## src/sv/assert_macros.svh

```systemverilog
`ifndef ASSERT_MACROS_SVH
`define ASSERT_MACROS_SVH

// expression holds at every clock edge outside reset
`define DQ_ASSERT_ALWAYS(lbl, clk, rst, expr) \
   lbl: assert property (@(posedge clk) disable iff (rst) (expr)) \
      else $error("dq assertion failed");

// consequent holds in the same cycle as the antecedent
`define DQ_ASSERT_IMPL(lbl, clk, rst, ante, cons) \
   lbl: assert property (@(posedge clk) disable iff (rst) (ante) |-> (cons)) \
      else $error("dq assertion failed");

// consequent holds in the cycle after the antecedent
`define DQ_ASSERT_NEXT(lbl, clk, rst, ante, cons) \
   lbl: assert property (@(posedge clk) disable iff (rst) (ante) |=> (cons)) \
      else $error("dq assertion failed");

`endif

```

## src/sv/dq_pkg.sv

```systemverilog
package dq_pkg;

   localparam logic [2:0] OP_PUSH_FRONT = 3'd0;
   localparam logic [2:0] OP_PUSH_BACK  = 3'd1;
   localparam logic [2:0] OP_POP_FRONT  = 3'd2;
   localparam logic [2:0] OP_POP_BACK   = 3'd3;
   localparam logic [2:0] OP_LIST       = 3'd4;

   localparam logic [1:0] ST_OK    = 2'd0;
   localparam logic [1:0] ST_EMPTY = 2'd1;
   localparam logic [1:0] ST_FULL  = 2'd2;

   localparam int CQ_AW    = 1;
   localparam int CQ_DEPTH = 2 ** CQ_AW;

   typedef enum logic [2:0] {
      CMD_PUSH_FRONT,
      CMD_PUSH_BACK,
      CMD_POP_FRONT,
      CMD_POP_BACK,
      CMD_LIST
   } dq_cmd_kind_type;

   typedef struct packed {
      dq_cmd_kind_type    kind;
      logic signed [31:0] value;
   } dq_cmd_type;

   typedef struct packed {
      logic       push;
      dq_cmd_type cmd;
   } dq_enq_type;

   typedef struct packed {
      logic       valid;
      dq_cmd_type cmd;
   } dq_deq_type;

   typedef enum logic {
      BK_IDLE,
      BK_LIST
   } dq_back_state_type;

endpackage

```

## src/sv/dq_front.sv

```systemverilog
module dq_front (
   input  logic               start,
   input  logic [2:0]         req_opcode,
   input  logic signed [31:0] req_value,
   input  logic               queue_full,
   output logic               busy,
   output dq_pkg::dq_enq_type enq
);
   import dq_pkg::*;

   logic accept;

   assign busy   = queue_full;
   assign accept = start && !queue_full;

   always_comb begin
      enq.cmd.value = req_value;
      enq.cmd.kind  = CMD_PUSH_FRONT;
      enq.push      = 1'b0;
      unique case (req_opcode)
         OP_PUSH_FRONT: begin
            enq.cmd.kind = CMD_PUSH_FRONT;
            enq.push     = accept;
         end
         OP_PUSH_BACK: begin
            enq.cmd.kind = CMD_PUSH_BACK;
            enq.push     = accept;
         end
         OP_POP_FRONT: begin
            enq.cmd.kind = CMD_POP_FRONT;
            enq.push     = accept;
         end
         OP_POP_BACK: begin
            enq.cmd.kind = CMD_POP_BACK;
            enq.push     = accept;
         end
         OP_LIST: begin
            enq.cmd.kind = CMD_LIST;
            enq.push     = accept;
         end
         // undefined opcodes are taken and dropped
         default: begin
            enq.push = 1'b0;
         end
      endcase
   end

endmodule

```

## src/sv/dq_cmd_queue.sv

```systemverilog
`include "assert_macros.svh"

module dq_cmd_queue (
   input  logic               clock,
   input  logic               reset,
   input  dq_pkg::dq_enq_type enq,
   input  logic               pop,
   output logic               full,
   output dq_pkg::dq_deq_type deq
);
   import dq_pkg::*;

   dq_cmd_type         entries_ff [CQ_DEPTH];
   logic [CQ_AW-1:0]   wr_ptr_ff;
   logic [CQ_AW-1:0]   rd_ptr_ff;
   logic [CQ_AW:0]     count_ff;
   logic [CQ_AW-1:0]   wr_ptr_in;
   logic [CQ_AW-1:0]   rd_ptr_in;
   logic [CQ_AW:0]     count_in;
   logic               do_pop;

   assign full      = count_ff == (CQ_AW + 1)'(CQ_DEPTH);
   assign deq.valid = count_ff != '0;
   assign deq.cmd   = entries_ff[rd_ptr_ff];
   assign do_pop    = pop && deq.valid;

   always_comb begin
      wr_ptr_in = wr_ptr_ff;
      rd_ptr_in = rd_ptr_ff;
      count_in  = count_ff;
      if (enq.push) begin
         wr_ptr_in = wr_ptr_ff + CQ_AW'(1);
      end
      if (do_pop) begin
         rd_ptr_in = rd_ptr_ff + CQ_AW'(1);
      end
      if (enq.push && !do_pop) begin
         count_in = count_ff + (CQ_AW + 1)'(1);
      end else if (do_pop && !enq.push) begin
         count_in = count_ff - (CQ_AW + 1)'(1);
      end
   end

   always_ff @(posedge clock) begin
      if (reset) begin
         wr_ptr_ff <= '0;
         rd_ptr_ff <= '0;
         count_ff  <= '0;
      end else begin
         wr_ptr_ff <= wr_ptr_in;
         rd_ptr_ff <= rd_ptr_in;
         count_ff  <= count_in;
      end
   end

   always_ff @(posedge clock) begin
      if (enq.push) begin
         entries_ff[wr_ptr_ff] <= enq.cmd;
      end
   end

   `DQ_ASSERT_ALWAYS(a_cq_count_bound, clock, reset, count_ff <= (CQ_AW + 1)'(CQ_DEPTH))
   `DQ_ASSERT_IMPL(a_cq_no_overrun, clock, reset, enq.push, !full || do_pop)
   `DQ_ASSERT_IMPL(a_cq_pop_valid, clock, reset, pop, deq.valid)

endmodule

```

## src/sv/dq_back.sv

```systemverilog
`include "assert_macros.svh"

module dq_back #(
   parameter int DEPTH = 16
) (
   input  logic               clock,
   input  logic               reset,
   input  dq_pkg::dq_deq_type deq,
   output logic               pop,
   output logic               rsp_valid,
   output logic signed [31:0] rsp_value_out,
   output logic [1:0]         rsp_status,
   output logic               rsp_last_of_run
);
   import dq_pkg::*;

   localparam int IW = (DEPTH > 1) ? $clog2(DEPTH) : 1;
   localparam int CW = $clog2(DEPTH + 1);
   localparam logic [IW:0]   DEPTH_W  = (IW + 1)'(DEPTH);
   localparam logic [IW-1:0] LAST_POS = IW'(DEPTH - 1);
   localparam logic [CW-1:0] FULL_CNT = CW'(DEPTH);

   function automatic logic [IW-1:0] ring_add(input logic [IW-1:0] a,
                                              input logic [IW-1:0] b);
      logic [IW:0] sum;
      sum = {1'b0, a} + {1'b0, b};
      if (sum >= DEPTH_W) begin
         sum = sum - DEPTH_W;
      end
      return sum[IW-1:0];
   endfunction

   logic signed [31:0] entry_store_ff [DEPTH];
   logic signed [31:0] rd_data_ff;

   dq_back_state_type  state_ff, state_in;
   logic [IW-1:0]      front_ff, front_in;
   logic [CW-1:0]      count_ff, count_in;
   logic [IW-1:0]      idx_ff, idx_in;

   logic               out_valid_ff, out_valid_in;
   logic [1:0]         out_status_ff, out_status_in;
   logic               out_last_ff, out_last_in;
   logic               out_mem_ff, out_mem_in;

   logic               wr_en;
   logic [IW-1:0]      wr_addr;
   logic               rd_en;
   logic [IW-1:0]      rd_addr;
   logic               is_full;
   logic               is_empty;
   logic [CW-1:0]      count_dec;
   logic               list_last;

   assign is_full   = count_ff == FULL_CNT;
   assign is_empty  = count_ff == '0;
   assign count_dec = count_ff - CW'(1);
   assign list_last = (CW'(idx_ff) + CW'(1)) == count_ff;

   always_comb begin
      state_in      = state_ff;
      front_in      = front_ff;
      count_in      = count_ff;
      idx_in        = idx_ff;
      pop           = 1'b0;
      wr_en         = 1'b0;
      wr_addr       = front_ff;
      rd_en         = 1'b0;
      rd_addr       = front_ff;
      out_valid_in  = 1'b0;
      out_status_in = ST_OK;
      out_last_in   = 1'b1;
      out_mem_in    = 1'b0;
      unique case (state_ff)
         BK_IDLE: begin
            if (deq.valid) begin
               pop          = 1'b1;
               out_valid_in = 1'b1;
               unique case (deq.cmd.kind)
                  CMD_PUSH_FRONT: begin
                     if (is_full) begin
                        out_status_in = ST_FULL;
                     end else begin
                        front_in = (front_ff == '0) ? LAST_POS : front_ff - IW'(1);
                        wr_en    = 1'b1;
                        wr_addr  = front_in;
                        count_in = count_ff + CW'(1);
                     end
                  end
                  CMD_PUSH_BACK: begin
                     if (is_full) begin
                        out_status_in = ST_FULL;
                     end else begin
                        wr_en    = 1'b1;
                        wr_addr  = ring_add(front_ff, count_ff[IW-1:0]);
                        count_in = count_ff + CW'(1);
                     end
                  end
                  CMD_POP_FRONT: begin
                     if (is_empty) begin
                        out_status_in = ST_EMPTY;
                     end else begin
                        rd_en      = 1'b1;
                        rd_addr    = front_ff;
                        front_in   = ring_add(front_ff, IW'(1));
                        count_in   = count_dec;
                        out_mem_in = 1'b1;
                     end
                  end
                  CMD_POP_BACK: begin
                     if (is_empty) begin
                        out_status_in = ST_EMPTY;
                     end else begin
                        rd_en      = 1'b1;
                        rd_addr    = ring_add(front_ff, count_dec[IW-1:0]);
                        count_in   = count_dec;
                        out_mem_in = 1'b1;
                     end
                  end
                  CMD_LIST: begin
                     if (is_empty) begin
                        out_status_in = ST_EMPTY;
                     end else begin
                        rd_en       = 1'b1;
                        rd_addr     = front_ff;
                        out_mem_in  = 1'b1;
                        out_last_in = count_ff == CW'(1);
                        if (count_ff != CW'(1)) begin
                           idx_in   = IW'(1);
                           state_in = BK_LIST;
                        end
                     end
                  end
                  default: begin
                     out_valid_in = 1'b0;
                  end
               endcase
            end
         end
         BK_LIST: begin
            rd_en        = 1'b1;
            rd_addr      = ring_add(front_ff, idx_ff);
            out_valid_in = 1'b1;
            out_mem_in   = 1'b1;
            out_last_in  = list_last;
            idx_in       = idx_ff + IW'(1);
            if (list_last) begin
               state_in = BK_IDLE;
            end
         end
         default: begin
            state_in = BK_IDLE;
         end
      endcase
   end

   always_ff @(posedge clock) begin
      if (reset) begin
         state_ff     <= BK_IDLE;
         front_ff     <= '0;
         count_ff     <= '0;
         idx_ff       <= '0;
         out_valid_ff <= 1'b0;
      end else begin
         state_ff     <= state_in;
         front_ff     <= front_in;
         count_ff     <= count_in;
         idx_ff       <= idx_in;
         out_valid_ff <= out_valid_in;
      end
   end

   always_ff @(posedge clock) begin
      out_status_ff <= out_status_in;
      out_last_ff   <= out_last_in;
      out_mem_ff    <= out_mem_in;
   end

   always_ff @(posedge clock) begin
      if (wr_en) begin
         entry_store_ff[wr_addr] <= deq.cmd.value;
      end
   end

   always_ff @(posedge clock) begin
      if (rd_en) begin
         rd_data_ff <= entry_store_ff[rd_addr];
      end
   end

   assign rsp_valid       = out_valid_ff;
   assign rsp_status      = out_status_ff;
   assign rsp_last_of_run = out_last_ff;
   assign rsp_value_out   = out_mem_ff ? rd_data_ff : '0;

   `DQ_ASSERT_ALWAYS(a_bk_count_bound, clock, reset, count_ff <= FULL_CNT)
   `DQ_ASSERT_IMPL(a_bk_list_index, clock, reset, state_ff == BK_LIST, CW'(idx_ff) < count_ff)
   `DQ_ASSERT_IMPL(a_bk_error_final, clock, reset, out_valid_ff && out_status_ff != ST_OK, out_last_ff && !out_mem_ff)
   `DQ_ASSERT_NEXT(a_bk_list_holds_count, clock, reset, state_ff == BK_LIST, $stable(count_ff) || state_ff == BK_IDLE)

endmodule

```

## src/sv/double_ended_queue_top.sv

```systemverilog
// double-ended queue of signed 32-bit values held in a ring store of DEPTH words
// request channel: req_opcode and req_value are taken at a clock edge where start
//   is high and busy is low; opcodes push front, push back, pop front, pop back
//   and list; undefined opcodes are taken and dropped with no result
// response channel: rsp_valid marks one result for exactly one cycle with
//   rsp_value_out, rsp_status and rsp_last_of_run; the receiver cannot stall it
// a front decoder feeds a two-entry command queue, and the back end owns the
//   ring store, front pointer and entry count
// path: with the back end idle, a push or pop goes through a command queue entry,
//   then the back end output registers; a running list delays later transactions
// throughput: one push or pop per cycle while no list holds the back end; a list
//   reads out the stored entries one at a time through the single read port of
//   the ring store; busy rises only while the command queue is full
// each defined opcode yields exactly one result, but a list of a non-empty queue
//   yields one per entry front first, the last flagged by rsp_last_of_run
// reset empties the queue and drops pending transactions; the ring store is not
//   cleared since only written entries are ever read
module double_ended_queue_top #(
   parameter int DEPTH = 16
) (
   input  logic               clock,
   input  logic               reset,
   input  logic               start,
   output logic               busy,
   input  logic [2:0]         req_opcode,
   input  logic signed [31:0] req_value,
   output logic               rsp_valid,
   output logic signed [31:0] rsp_value_out,
   output logic [1:0]         rsp_status,
   output logic               rsp_last_of_run
);
   import dq_pkg::*;

   dq_enq_type enq;
   dq_deq_type deq;
   logic       queue_full;
   logic       deq_pop;

   dq_front u_front (
      .start      (start),
      .req_opcode (req_opcode),
      .req_value  (req_value),
      .queue_full (queue_full),
      .busy       (busy),
      .enq        (enq)
   );

   dq_cmd_queue u_queue (
      .clock (clock),
      .reset (reset),
      .enq   (enq),
      .pop   (deq_pop),
      .full  (queue_full),
      .deq   (deq)
   );

   dq_back #(
      .DEPTH (DEPTH)
   ) u_back (
      .clock           (clock),
      .reset           (reset),
      .deq             (deq),
      .pop             (deq_pop),
      .rsp_valid       (rsp_valid),
      .rsp_value_out   (rsp_value_out),
      .rsp_status      (rsp_status),
      .rsp_last_of_run (rsp_last_of_run)
   );

endmodule
```

## config.mk

```make
export PLATFORM = sky130hd
export DESIGN_NAME = double_ended_queue_top
export DESIGN_NICKNAME = d
export VERILOG_FILES = /design/src/sv/dq_pkg.sv /design/src/sv/dq_front.sv /design/src/sv/dq_cmd_queue.sv /design/src/sv/dq_back.sv /design/src/sv/double_ended_queue_top.sv
export VERILOG_INCLUDE_DIRS = /design/src /design/src/sv
export SDC_FILE = /design/constraint.sdc
export NUM_CORES = 1
export LEC_CHECK = 0
export ABC_CLOCK_PERIOD_IN_PS = 4500
export BUFFER_PORTS_ARGS = -buffer_cell sky130_fd_sc_hd__buf_2
export CAP_MARGIN = 40
export CORE_ASPECT_RATIO = 1.25
export CORE_MARGIN = 3
export CORE_UTILIZATION = 25
export CTS_CLUSTER_DIAMETER = 200
export DETAILED_ROUTE_END_ITERATION = 8
export SYNTH_ARGS = -nofsm -noshare
export SYNTH_HDL_FRONTEND = slang
export SYNTH_SLANG_ARGS = --single-unit
```

## constraint.sdc

```tcl
create_clock -name clock -period 4.5 [get_ports clock]
set_clock_uncertainty 0.05 [all_clocks]
set_input_delay 0.675 -clock clock [delete_from_list [all_inputs] [get_ports clock]]
set_output_delay 0.675 -clock clock [all_outputs]
set_load 0.005 [all_outputs]
```

## Word level (Yosys, flattened, before mapping)

Memory sizes are Yosys's and may differ from the RTL's. A register that Yosys moved wholly into a read port is not among the register bits.
Cells that the tools add are included.

- Add/subtract/negate cells: 17
- $lt $le $gt $ge: 4
- Equal/unequal tests: 20
- Muxes and demuxes: 61
- Bitwise operators: 2
- Reduce and logical (&&, ||, !) cells: 24

Operator list:

| cell | number |
|---|---|
| two-way mux 4 bit | 17 |
| two-way mux 32 bit | 1 |
| one-hot mux 4 bit (2 select lines) | 4 |
| two-way mux 1 bit | 27 |
| greater-or-equal comparator 5 bit, second input constant | 4 |
| subtractor 4 x 1 -> 4 bit, second input constant | 5 |
| adder 4 x 4 -> 5 bit | 3 |
| == test 3 x 2 -> 1 bit, second input constant | 4 |
| inequality test 2 bit, second input constant | 6 |
| one-hot mux 3 bit (4 select lines) | 1 |
| adder 4 x 1 -> 5 bit, second input constant | 2 |
| two-way mux 5 bit | 2 |
| one-hot mux 5 bit (2 select lines) | 1 |
| OR reduction 5 bit | 2 |
| one-hot mux 1 bit (2 select lines) | 4 |
| AND reduction 4 bit | 2 |
| nonzero test 2 bit | 4 |
| == test 3 x 1 -> 1 bit, second input constant | 2 |
| == test 3 bit, second input constant | 2 |
| zero test 3 bit | 2 |
| two-way mux 2 bit | 3 |
| OR reduction 2 bit | 3 |
| adder 5 x 1 -> 5 bit, second input constant | 1 |
| == test 5 x 1 -> 1 bit, second input constant | 1 |
| 18 further kinds | 25 |

- Bits in registers: 23
- RAM bits: 582
- Input bits: 38
- Output and inout port bits: 37
- Word-level logic and storage cells: 141
- Memories kept: 2

Memory list:

| name | depth | bits a word | rd ports | clocked after Yosys merged registers in | write ports | line | text |
|---|---|---|---|---|---|---|---|
| u_back.entry_store_ff | 16 | 32 | 1 | 1 | 1 | dq_back.sv:33 | `logic signed [31:0] entry_store_ff [DEPTH];` |
| u_queue.entries_ff | 2 | 35 | 1 | 1 | 1 | dq_cmd_queue.sv:13 | `dq_cmd_type entries_ff [CQ_DEPTH];` |

## Longest topological paths before layout

- Depth in word-level cells: 8
- Gate-level depth with buffers: 13
- Depth with buffers taken out: 11

## Hierarchy

Synthesis repeated with hierarchy kept, for this count alone.

- Cells, all modules: 1,527
- Area, all modules: 26,810.7 um^2

Modules (own cells, without submodules):

| module | times used | cells each | area an instance (um^2) | seq. area each (um^2) |
|---|---|---|---|---|
| dq_back | 1 | 1,358 | 23,792.8 | 16,716.0 |
| dq_cmd_queue | 1 | 131 | 2,735.1 | 2,202.1 |
| dq_front | 1 | 38 | 282.8 | 0.0 |

## Least setup slack after synthesis

OpenSTA, ideal clock, no wires.

- Path kind: flip-flop to flip-flop
- Start point: reg u_back.count_ff[1]
- End point: mem u_back.entry_store_ff[0][0], enable pin
- Library setup time: 0.425 ns
- Arrival: 3.598 ns
- Required time: 4.025 ns
- Slack: 0.427 ns
- Stages on the path, launching flop included: 11
- Buffers on the path: 1
- Period minus slack after synthesis: 4.073 ns
- Cell sequence: dfxtp_1 -> inv_1 -> ha_1 -> nor4bb_1 -> clkbuf_1 -> or4_1 -> a21oi_1 -> nand2_1 -> a21o_1 -> a21oi_1 -> nor2b_1

- Longest elaborated chain between the ends: 7
- Elaborated cells on any way between the ends: 16
- Those cells by class: 2 x add/sub; 1 x order compare; 1 x eq/ne; 12 x mux

Ends and longest elaborated chain:

| item | line | text |
|---|---|---|
| from (decl) | dq_back.sv:38 | `logic [CW-1:0] count_ff, count_in;` |
| from (signal assigned) | dq_back.sv:167 | `count_ff <= count_in;` |
| adder 4 x 4 -> 5 bit / == test 5 bit (equally long branches) | dq_back.sv:26, dq_back.sv:55 |  |
| subtractor 4 x 1 -> 4 bit, or another cell as far along | dq_back.sv:28 | `sum = sum - DEPTH_W;` |
| two-way mux 4 bit / two-way mux 1 bit (equally long branches) | - |  |
| two-way mux 4 bit / two-way mux 1 bit (equally long branches) | dq_back.sv:91, dq_back.sv:76 |  |
| one-hot mux 4 bit (2 select lines) / two-way mux 1 bit (equally long branches) | dq_back.sv:79, dq_back.sv:74 |  |
| two-way mux 4 bit / two-way mux 1 bit (equally long branches) | dq_back.sv:76, dq_back.sv:180 |  |
| two-way mux 4 bit / two-way mux 1 bit (equally long branches) | dq_back.sv:74, dq_back.sv:181 |  |
| to (decl) | dq_back.sv:33 |  |

Several ways; a longest one is shown, not always the timed one.

## Worst setup path in the final report

- Start point: reg u_back.count_ff[1]
- End point: reg u_back.rd_data_ff[19], read port of u_back.entry_store_ff, data pin

- Longest elaborated chain between the ends: 8
- Elaborated cells on any way between the ends: 14
- Those cells by class: 3 x add/sub; 1 x order compare; 9 x mux; 1 x reduce/logical

Ends and longest elaborated chain:

| item | line | text |
|---|---|---|
| subtractor 5 x 1 -> 5 bit | dq_back.sv:57 | `assign count_dec = count_ff - CW'(1);` |
| adder 4 x 4 -> 5 bit | dq_back.sv:26 | `sum = {1'b0, a} + {1'b0, b};` |
| subtractor 4 x 1 -> 4 bit / greater-or-equal comparator 5 bit (equally long branches) | dq_back.sv:28, dq_back.sv:27 |  |
| two-way mux 4 bit | dq_back.sv:27 | `if (sum >= DEPTH_W) begin` |
| two-way mux 4 bit | dq_back.sv:111 | `if (is_empty) begin` |
| two-way mux 4 bit | - |  |
| two-way mux 4 bit | dq_back.sv:76 | `if (deq.valid) begin` |
| one-hot mux 4 bit (2 select lines) | dq_back.sv:74 | `unique case (state_ff)` |
| to (decl) | dq_back.sv:34 | `logic signed [31:0] rd_data_ff;` |

Several ways; a longest one is shown, not always the timed one.
A chain may end at the register's enable or synchronous reset.

==> run_results.csv <==
group,metric,value,unit
timing,drv_slew,0,
synth,ys_seq_area_frac,0.7172,
min_path,worstHoldStart,"req_value[23]",
global_route,antenna_found_initial,3,
floorplan,start_util,0.2531,
pwr,powerDensity,564.6,nW/um^2
clocking,cts_setup_buffers,0,
timing,post-route-min-period,3.656,ns
floorplan,core,104200,sq um
clocking,cts_buffers,56,
pwr,max-vdd-ir-drop,0.4746,mV
job,maxCapViolCount,0,
route,routed_via_density,4.394,
pwr,leakagePower,9.360,nW
clocking,postCtsResizedCells,0,
synth,synth_seq_cells,638,
floorplan,die_h,369.2,microns
floorplan,die_area,109500,sq um
final_layout,layout-drive-gt1-share,0.1630,
global_route,grt_start_max_net_pins,105,
final_layout,nets,1731,
timing,hold_viol,0,
final_layout,areaGrowthSynthToFinish,16.19,%
setup_path,critPathMaxFanout,104,
setup_path,end_kind,"register",
min_path,hold_class,"input port to register",
place,portBuffers,74,
timing,rsz0062_at_grt,"false",
timing,fin_crit_sh,0.8125,
setup_path,reg2reg_depth,11,
setup_path,timing.rr.end,"u_back.rd_data_ff[19]$_DFFE_PP_",
setup_path,critPathMaxStageDelay,0.56,ns
clocking,clock_latency,0.60,ns
timing,finalSetupViolCount,0,
timing,fmax,273.5,MHz
global_route,grt_pass1_vias,14230,
pwr,p_clk_frac,0.278,
setup_path,r2r_setup_slack,0.84,ns
status,status,"finished, final reports clean",
synth,synth_cell_types,59,
synth,synthArstFlopShare,0,
clocking,h-tree-depth,2,
route,drc,0,
synth,synth_edf_count,614,
synth,syn_avg_cell_area,16.72,sq um
pwr,pwr-share-comb,0.289,
timing,slew_headroom,0.4269,
setup_path,critical_path_arrival,3.95,ns
setup_path,reg2reg_from,"u_back.count_ff[1]$_SDFFE_PP0P_",
synth,ys_warn_count,0,
pwr,switching_share,0.3066,
min_path,min_to,"u_queue.entries_ff[1][23]$_DFFE_PP_",
synth,syn_inst,1578,
setup_path,start_kind,"register",
place,dp_hpwl,36100,microns
clocking,cts.sinks,638,
clocking,cts_root_buf,"clkbuf_16",
route,drt_pass1_iterations,5,
clocking,clockBufferDepth,3,
clocking,clk_pin_slew,0.06,ns
pwr,p_switching,5.305,mW
setup_path,cp_slowest_cell,"buf_12",
setup_path,cp_data_required_time,4.79,ns
route,routedWlPerCell,19.53,microns
synth,ys.flop_type,"edfxtp_1",
synth,synth_fp_nets,1636,
clocking,hold_buffers,0,
global_route,overflow,0,
pwr,p_int,12.00,mW
route,drtAntennaViolNets,0,
setup_path,crit_top_cell,"mux2i_1",
setup_path,crit_chain,"inv_1, ha_1, fa_1, nor2_1, o21ai_0, o211ai_4, buf_12, mux2i_1, mux2i_1, nand3_1, nand4_1",
pwr,p_seq_frac,0.432,
min_path,min_path_cells,1,
floorplan,die_w,296.5,microns
floorplan,ioPinCount,75,
global_route,track_usage,0.1106,
floorplan,rows,132,
clocking,tritoncts,"yes",
setup_path,path_class,"register to register",
final_layout,postLayoutCoreUtil,0.2941,
route,dr.first_iter.drc_count,1110,
route,routed_wl,61050,microns
global_route,grt_pass1_wl,91370,microns
place,place.gp.congestion,0.7826,
timing,tightest_slew,0.8597,ns
route,num_vias,13740,
timing,tns,0,ns
synth,syn-cell-area,26380,sq um
-- sequential cells by signal, summed over array words and instances, names as in the netlist, named ones only --
name	cells
u_back.out_mem_ff	1
u_back.state_ff	1
u_back.rsp_status	2
u_queue.wr_ptr_ff	1
u_back.rsp_last_of_run	1
u_back.count_ff	5
u_queue.count_ff	2
u_queue.entries_ff	70
u_queue.rd_ptr_ff	1
u_back.idx_ff	4
u_back.entry_store_ff	512
u_back.front_ff	4
u_back.rsp_valid	1
u_back.rd_data_ff	32
-- cell type report --
class,instances,area [sq um]
clock buffer,66,1480
timing repair buffer,122,1026
sequential,638,18920
tap,1407,1760
antenna,1,2.502
inverter,13,48.80
clock inverter,37,366.6
multi-input combinational,842,7043
fill,10260,73570
-- through the flow --
| stage | worst slack, ns | instances | hold slack [ns] | total power [mW] | instance area (sq um) |
|---|---|---|---|---|---|
| 3_3_place_gp | 0.8476 | 3020 | 0.4495 | 12.57 | 28750 |
| 3_5_place_dp | 0.8245 | 3022 | 0.4567 | 12.67 | 28800 |
| 2_1_floorplan | 0.4275 | 1578 | 0.4313 | 11.31 | 26380 |
| 6_report | 0.8438 | 3126 | 0.2119 | 17.30 | 30650 |
| 5_1_grt | 0.6151 | 3125 | 0.1889 | 18.16 | 30640 |
| 4_1_cts | 0.8221 | 3125 | 0.1774 | 17.50 | 30640 |
-- cells in the mapped netlist (3+ instances only) --
cell / number / area (sq um)
nor2_1: 46 / 172.7
ha_1: 17 / 212.7
nor2b_1: 11 / 68.82
nor3b_1: 3 / 22.52
clkbuf_1: 18 / 67.56
xnor2_1: 15 / 131.4
mux2i_1: 387 / 3874
buf_2: 15 / 75.07
a21oi_1: 20 / 100.1
buf_1: 4 / 15.01
fa_1: 3 / 60.06
nand4_1: 36 / 225.2
nand3_1: 136 / 680.7
edfxtp_1: 614 / 18440
and2_1: 33 / 206.5
dfxtp_1: 24 / 480.5
inv_1: 13 / 48.80
nand2_1: 18 / 67.56
buf_4: 40 / 300.3
mux2_2: 35 / 394.1
a21o_1: 5 / 37.54
nand3b_1: 5 / 37.54
nor3_1: 8 / 40.04
xor2_1: 7 / 61.31
buf_6: 7 / 78.83
o21ai_0: 15 / 75.07
-- power groups by stage --
| stage | registers [mW] | clock network, mW | logic, mW |
|---|---|---|---|
| 3_3_place_gp | 7.62 | 0 | 4.96 |
| 3_5_place_dp | 7.62 | 0 | 5.06 |
| 4_1_cts | 7.49 | 4.93 | 5.08 |
| 5_1_grt | 7.51 | 5.16 | 5.48 |
| 6_report | 7.48 | 4.81 | 5.01 |
| 2_1_floorplan | 7.50 | 0 | 3.81 |
-- critical path, delay by kind of cell (launching register included) --
| kind | cells | cell delay [ns] |
|---|---|---|
| multiplexers | 2 | 0.52 |
| flip-flops | 1 | 0.53 |
| buffers and inverters | 2 | 0.71 |
| AND/OR/NAND/NOR | 3 | 0.29 |
| adder cells (fa/ha/maj) | 2 | 0.76 |
| AO/OA/AOI/OAI | 2 | 0.42 |
-- cell usage in the layout (no fill, tap or decap), types with 5 or more instances in the layout --
cell type | synthesis | layout
nor2_4 | 0 | 14
nand3_1 | 136 | 136
nand4_1 | 36 | 36
nor2_1 | 46 | 32
mux2i_1 | 387 | 387
mux2_2 | 35 | 35
ha_1 | 17 | 17
o21ai_0 | 15 | 15
clkbuf_1 | 18 | 7
a21o_1 | 5 | 5
clkinv_2 | 0 | 13
xor2_1 | 7 | 7
a21oi_1 | 20 | 19
clkinvlp_4 | 0 | 5
buf_4 | 40 | 25
dfxtp_1 | 24 | 23
buf_2 | 15 | 74
clkbuf_16 | 0 | 57
edfxtp_1 | 614 | 614
nor3_1 | 8 | 8
clkinv_1 | 0 | 6
inv_1 | 13 | 13
buf_12 | 0 | 22
nand2_1 | 18 | 18
nor2b_1 | 11 | 7
and2_1 | 33 | 33
bufinv_16 | 0 | 6
xnor2_1 | 15 | 15
nand3b_1 | 5 | 5
-- metal layers --
layer / track usage / part of all wire / wire (microns)
met5: 0 / 0.00033 / 20
met4: 0.02956 / 0.023 / 1385
met3: 0.01633 / 0.046 / 2794
met2: 0.1960 / 0.51 / 31150
met1: 0.1401 / 0.42 / 25700
-- worst max path at each step --
stage	start	end	depth (start not counted)
final	u_back.count_ff[1]$_SDFFE_PP0P_	u_back.rd_data_ff[19]$_DFFE_PP_	11
after global routing	register	u_back.entry_store_ff[15][1]$_DFFE_PP_	8
after CTS	register	u_back.entry_store_ff[15][1]$_DFFE_PP_	8
after detailed placement	u_back.count_ff[1]$_SDFFE_PP0P_	u_back.rd_data_ff[19]$_DFFE_PP_	11
after global placement	u_back.front_ff[0]$_SDFFE_PP0P_	u_back.rd_data_ff[19]$_DFFE_PP_	11
after floorplan	u_back.count_ff[1]$_SDFFE_PP0P_	u_back.entry_store_ff[0][0]$_DFFE_PP_	10
-- cells by family (layout without fill, tap and decap cells) --
kind of cell | Yosys count | after routing | synth area share
multiplexers | 423 | 423 | 0.1627
AND/OR/NAND/NOR | 310 | 310 | 0.06176
AO/OA/AOI/OAI | 65 | 65 | 0.01655
adder cells (fa/ha/maj) | 20 | 20 | 0.01034
flip-flops | 638 | 638 | 0.7172
XOR/XNOR | 24 | 24 | 0.008966
other | 0 | 1 | 0
buffers and inverters | 98 | 238 | 0.02248
Note: power is estimated with default switching activity, not from simulation.
